`config.mk`:
```
export PLATFORM = sky130hd
export DESIGN_NAME = mps_ctrl
export DESIGN_NICKNAME = d
export VERILOG_FILES = /design/src/hw/rtl/mps_pkg.sv /design/src/hw/rtl/mps_ctrl.sv
export VERILOG_INCLUDE_DIRS = /design/src /design/src/hw/rtl
export SDC_FILE = /design/constraint.sdc
export NUM_CORES = 1
export LEC_CHECK = 0
export BUFFER_PORTS_ARGS = -buffer_cell sky130_fd_sc_hd__buf_2
export CAP_MARGIN = 0
export CORE_AREA = 2 2 39 41
export CTS_CLUSTER_DIAMETER = 120
export DETAILED_ROUTE_END_ITERATION = 10
export DIE_AREA = 0 0 41 43
export SYNTH_ARGS = -nofsm -noshare
export SYNTH_HDL_FRONTEND = slang
export SYNTH_SLANG_ARGS = --single-unit
```
`constraint.sdc`:
```
create_clock -name clk -period 2 [get_ports clk]
set_input_delay 0.1 -clock clk [delete_from_list [all_inputs] [get_ports clk]]
set_output_delay 0.1 -clock clk [all_outputs]
set_load 0.02 [all_outputs]
```
`src/hw/rtl/mandelbrot_pixel_shader_macros.svh`:
```
// Assertion macros shared by the shader RTL.
// No dependencies.
`ifndef MANDELBROT_PIXEL_SHADER_MACROS_SVH
`define MANDELBROT_PIXEL_SHADER_MACROS_SVH

// assert that antecedent implies consequent on the next cycle
`define MPS_ASSERT_NEXT(label, clk, rst_n, ante, cons) \
    label: assert property (@(posedge clk) disable iff (!rst_n) (ante) |=> (cons)) \
        else $error("assertion failed");

// assert that antecedent implies consequent in the same cycle
`define MPS_ASSERT_SAME(label, clk, rst_n, ante, cons) \
    label: assert property (@(posedge clk) disable iff (!rst_n) (ante) |-> (cons)) \
        else $error("assertion failed");

`endif

```
`src/hw/rtl/mps_pkg.sv`:
```
// Package for the Mandelbrot pixel shader: types, constants, state codes.
// No dependencies.
`timescale 1ns / 1ps
`default_nettype none
package mps_pkg;
    localparam int FRAC_BITS  = 28;
    localparam int DIM_BITS   = 12;
    localparam int COUNT_BITS = 16;
    localparam int COORD_W    = FRAC_BITS + 4;
    localparam int CFG_W      = 32;
    localparam int IDX_W      = 3;

    localparam logic [IDX_W-1:0] REG_WIDTH  = 3'd0;
    localparam logic [IDX_W-1:0] REG_HEIGHT = 3'd1;
    localparam logic [IDX_W-1:0] REG_ZOOM   = 3'd2;
    localparam logic [IDX_W-1:0] REG_CRE    = 3'd3;
    localparam logic [IDX_W-1:0] REG_CIM    = 3'd4;
    localparam logic [IDX_W-1:0] REG_LIMIT  = 3'd5;

    typedef struct packed {
        logic [11:0] pixel_col;
        logic [11:0] pixel_row;
    } pixel_req_t;

    typedef struct packed {
        logic [15:0] escape_count;
        logic [7:0]  red;
        logic [7:0]  green;
        logic [7:0]  blue;
    } pixel_rsp_t;

    // Datapath operations
    typedef enum logic [3:0] {
        OP_NONE, OP_LOAD, OP_MAPMUL, OP_DIVSTEP, OP_MAPADD, OP_SQ, OP_UPD,
        OP_PALSEL, OP_PALDIV, OP_DONE
    } op_t;

    typedef enum logic [3:0] {
        ST_IDLE, ST_MAPMUL, ST_DIV, ST_MAPADD, ST_SQ, ST_UPD, ST_PALSEL,
        ST_PALDIV, ST_OUT
    } state_t;

    typedef struct packed {
        op_t op;
    } mps_cmd_t;

    typedef struct packed {
        logic div_last;
        logic iter_stop;
    } mps_sts_t;
endpackage
`default_nettype wire

```
`src/hw/rtl/mps_ctrl.sv`:
```
// Controller state machine of the shader.
// Depends on mps_pkg and the macros header.
`timescale 1ns / 1ps
`default_nettype none
`include "mandelbrot_pixel_shader_macros.svh"
module mps_ctrl (
    input  wire logic            clk,
    input  wire logic            rst_n,
    input  wire logic            in_fire,
    input  wire logic            out_busy,
    input  wire mps_pkg::mps_sts_t sts,
    output mps_pkg::mps_cmd_t     cmd,
    output logic                  in_ready
);
    import mps_pkg::*;
    state_t state_reg, state_next;

    always_ff @(posedge clk or negedge rst_n)
    begin
        if (!rst_n)
            state_reg <= ST_IDLE;
        else
            state_reg <= state_next;
    end

    always_comb
    begin
        state_next = state_reg;
        cmd.op     = OP_NONE;
        in_ready   = 1'b0;
        case (state_reg)
            ST_IDLE:
            begin
                in_ready = 1'b1;
                if (in_fire)
                begin
                    cmd.op     = OP_LOAD;
                    state_next = ST_MAPMUL;
                end
            end
            ST_MAPMUL:
            begin
                cmd.op     = OP_MAPMUL;
                state_next = ST_DIV;
            end
            ST_DIV:
            begin
                cmd.op = OP_DIVSTEP;
                if (sts.div_last)
                    state_next = ST_MAPADD;
            end
            ST_MAPADD:
            begin
                cmd.op     = OP_MAPADD;
                state_next = ST_SQ;
            end
            ST_SQ:
            begin
                cmd.op     = OP_SQ;
                state_next = ST_UPD;
            end
            ST_UPD:
            begin
                cmd.op     = OP_UPD;
                state_next = sts.iter_stop ? ST_PALSEL : ST_SQ;
            end
            ST_PALSEL:
            begin
                cmd.op     = OP_PALSEL;
                state_next = ST_PALDIV;
            end
            ST_PALDIV:
            begin
                cmd.op = OP_PALDIV;
                if (sts.div_last)
                    state_next = ST_OUT;
            end
            ST_OUT:
            begin
                if (!out_busy)
                begin
                    cmd.op     = OP_DONE;
                    state_next = ST_IDLE;
                end
            end
            default: state_next = ST_IDLE;
        endcase
    end

    `MPS_ASSERT_NEXT(a_load_leaves_idle, clk, rst_n, in_fire, state_reg == ST_MAPMUL)
    `MPS_ASSERT_SAME(a_ready_idle_only, clk, rst_n, in_ready, state_reg == ST_IDLE)
    `MPS_ASSERT_SAME(a_done_free, clk, rst_n, cmd.op == OP_DONE, !out_busy)
endmodule
`default_nettype wire

```
Word-level counts from Yosys, hierarchy flattened
Index checks and enable logic that the tools add are counted.
W data, S select, Z words.
- eq/ne operators: 12
- reduce and logical (&&, ||, !) cells: 2
- multiplexer cells: 10
- operator list (operator ; number):
    $pmux W4 S9 ; 2
    $mux W4 ; 5
    $eq A4 B3 Y1 const B ; 4
    $eq A4 B2 Y1 const B ; 2
    $ne A2 B2 Y1 const B ; 4
    $eq A4 B1 Y1 const B ; 1
    $eq A4 B4 Y1 const B ; 1
    $logic_not A4 Y1 ; 1
    $reduce_and A4 Y1 ; 1
    $mux W1 ; 2
    $mux W2 ; 1
- output and inout bits: 5
- input bits: 6
- logic and storage cells: 25
- flip-flop bits (word level): 4

Logic depth before layout (Yosys ltp)
- depth after elaboration: 3
- gate-level depth with buffers: 4

Worst setup path before layout
No wires, ideal clock.
- path type: register to output
- start: register state_reg[3]
- end: output port in_ready
- stages on the path, launching flop included: 3
- path buffers: 1
- slack: 622 ps
- arrival time: 1278 ps
- data required time: 1900 ps
- cells stage by stage: dfrtp_1 clkbuf_1 nor4_1
- longest elaborated chain between the ends: 2
- ends and longest elaborated chain (element ; line ; RTL):
    start: declaration ; mps_ctrl.sv:16 ; state_t state_reg, state_next;
    start signal: assignment ; mps_ctrl.sv:23 ; state_reg <= state_next;
    $logic_not A4 Y1 ; mps_ctrl.sv:31 ; case (state_reg)
    $mux W1 ; mps_ctrl.sv:31 ;
    end: declaration ; mps_ctrl.sv:13 ; output logic in_ready
No other way between the ends.

==> metrics.txt <==
Mapped Cells=35; worst hold path type=in2reg; syn_nets=41; RSZ-0062 raised after global routing=no; CTS Buf Count=3; largest net degree at the start of global routing=12; fin crit period=1.49 ns; area grow syn2layout=27.6%; CP Capture Type=output pin; status=finished clean; Clock Skew=0.000389 ns; CP top delay family=flip-flops; dpl ws=0.751 ns; CTS tree=done; Via Count=275; Startpoint Class=flop; Final Slew Violations=0; Global Route Usage Sum=8.89%; vias per inst=4.51; nets=53; initial antenna violation count=0; Max Clk Rate=0.670 GHz; gpl congestion=0.683; CP required=1.90 ns; ANT cells=0; yosys warns=0; first-pass GRT wire length=1080 um; vias in the first global route=270; DR WL/cell=9.61 um; pwr dens=1840 nW/um^2; Tcrit/Tclk final=74.7%; GRT overflow=0; core area=1380 sq um; Clock Latency Late Sink=0.23 ns; count of different cell masters after synthesis=22; slowest CP cell=dfrtp_1; Iteration-0 DRC Markers=3; final worst slack=0.507 ns; Slew Limit Headroom=78.2%; Setup Buffers After CTS=0; WS Path Type=reg2out; Initial DRT Pass Iterations=2; Seq/Total Area, Yosys=35.6%; syn avg cell area=8.04 sq um; Final setup viols=0; starting density of the core=20.3%; max-cap violations=0; Mapped Area=282 sq um; share of cells above drive strength 1=28.9%; Rows=14; root buffer cell=clkbuf_4; CTS clk-pin slew, worst paths=0.04 ns; H-tree levels=1; endpoints failing hold=0; Num Clock Sinks=4; dpl hpwl=436 um; I/O Pins=11; die area=1760 sq um; worst-path fanout max=11; setup TNS=0 ns; measured slew at the worst slew-check pin=0.327 ns; crit-path cells=o31a_1 -> nor3_1 -> buf_2; Static Leakage=0.165 nW; Final ANT Viol Nets=0; final WL=586 um; CP peak stage delay=0.48 ns; Largest register FFs=4; synthesized flop and latch total=4; Port Buffer Count=10; maximum VDD drop=436 uV; die height=43 um; CTS max path bufs=2; Crit path buffers/inverters=1; residual DRC count=0; Crit path arrival time=1.39 ns; Die X=41 um
==> cell usage in the layout, fill, tap and decap left out, types with 2 or more instances in the layout <==
cell type / synthesis / final
nand2_1: 3 / 3
clkbuf_4: 0 / 3
dfrtp_1: 4 / 4
buf_2: 2 / 10
nor3_1: 3 / 3
nor2_1: 3 / 3
nor4_1: 2 / 2
a21oi_1: 3 / 3
==> stage by stage <==
step / cell area, sq um / util [%] / power, mW / hold slack, ns / std cells
final: 359 / 25.9 / 0.660 / 0.146 / 61
after global routing: 359 / 25.9 / 0.722 / 0.186 / 61
after CTS: 359 / 25.9 / 0.667 / 0.152 / 61
after detailed placement: 327 / 23.6 / 0.561 / -0.0936 / 57
after global placement: 327 / 23.6 / 0.554 / -0.0918 / 57
after floorplan: 282 / - / 0.490 / -0.196 / 35
==> final cells by class <==
| type | count | area, sq um |
|---|---|---|
| Multi-Input combinational cell | 26 | 153 |
| Sequential cell | 4 | 100 |
| Inverter | 1 | 3.75 |
| Clock buffer | 3 | 22.5 |
| Timing Repair Buffer | 11 | 60.1 |
| Fill cell | 165 | 1020 |
| Tap cell | 16 | 20.0 |
==> cells in the mapped netlist <==
cell,count,share of area [%]
dfrtp_1,4,36
a21oi_1,3,5.3
nand2_1,3,4.0
nor2_1,3,4.0
nor3_1,3,5.3
buf_2,2,3.6
nor4_1,2,4.4
a211oi_1,1,2.7
buf_6,1,4.0
clkbuf_1,1,1.3
inv_1,1,1.3
mux2i_1,1,3.6
nand2b_1,1,2.2
nand3_1,1,1.8
nand4b_1,1,3.1
o21ai_0,1,1.8
o21ai_1,1,1.8
o31a_1,1,3.1
or2_1,1,2.2
or2b_1,1,2.7
xnor2_1,1,3.1
xor2_1,1,3.1
==> logic make-up (layout without fill, tap and decap cells) <==
family / after synthesis / after routing / synth area share, %
compound gates: 7 / 7 / 14.7
xor+xnor: 2 / 2 / 6.22
buf+inv: 5 / 15 / 10.2
flops: 4 / 4 / 35.6
mux: 1 / 1 / 3.56
simple gates: 16 / 16 / 29.8
==> repair_timing <==
action / 4_1_cts / 5_1_grt
hold endpoints to repair: 4 / 0
hold buffers: 1 / 0
resized for setup: 0 / 0
endpoints found under the setup margin: 0 / 0
==> report_power, final <==
| part | internal, mW | leakage (nW) | switching [mW] |
|---|---|---|---|
| clock | 0.0671 | 0.0138 | 0.0328 |
| combinational | 0.146 | 0.103 | 0.197 |
| sequential | 0.118 | 0.0483 | 0.0990 |
| total | 0.331 | 0.165 | 0.329 |
==> worst reg2reg max path: cells and delay by family (launching register included) <==
family / cells / cell delay, ns
DFF: 1 / 0.52
and+or+nand+nor: 2 / 0.32
AOI/OAI and AO/OA: 1 / 0.14
==> final timing paths <==
kind	startpoint	end	slack [ns]	cells after the start
max reg2reg	state_reg[2]$_DFFE_PN0P_	state_reg[1]$_DFFE_PN0P_	0.88	3
max	state_reg[2]$_DFFE_PN0P_	cmd[0]	0.51	3
min reg2reg	state_reg[3]$_DFFE_PN0P_	state_reg[0]$_DFFE_PN0P_	0.65	1
max in group asynchronous	rst_n	state_reg[3]$_DFFE_PN0P_	1.69	2
min	out_busy	state_reg[3]$_DFFE_PN0P_	0.15	3
min in group asynchronous	rst_n	state_reg[1]$_DFFE_PN0P_	0.20	2
==> metal layers <==
layer | vias up | GRT usage, % | routed length, um
li1 | 141 | - | -
met4 | 0 | 8.00 | 16
met5 | - | 0 | 0
met2 | 7 | 11.9 | 280
met1 | 125 | 12.5 | 265
met3 | 2 | 0 | 23
(Power assumes the default switching activity.)
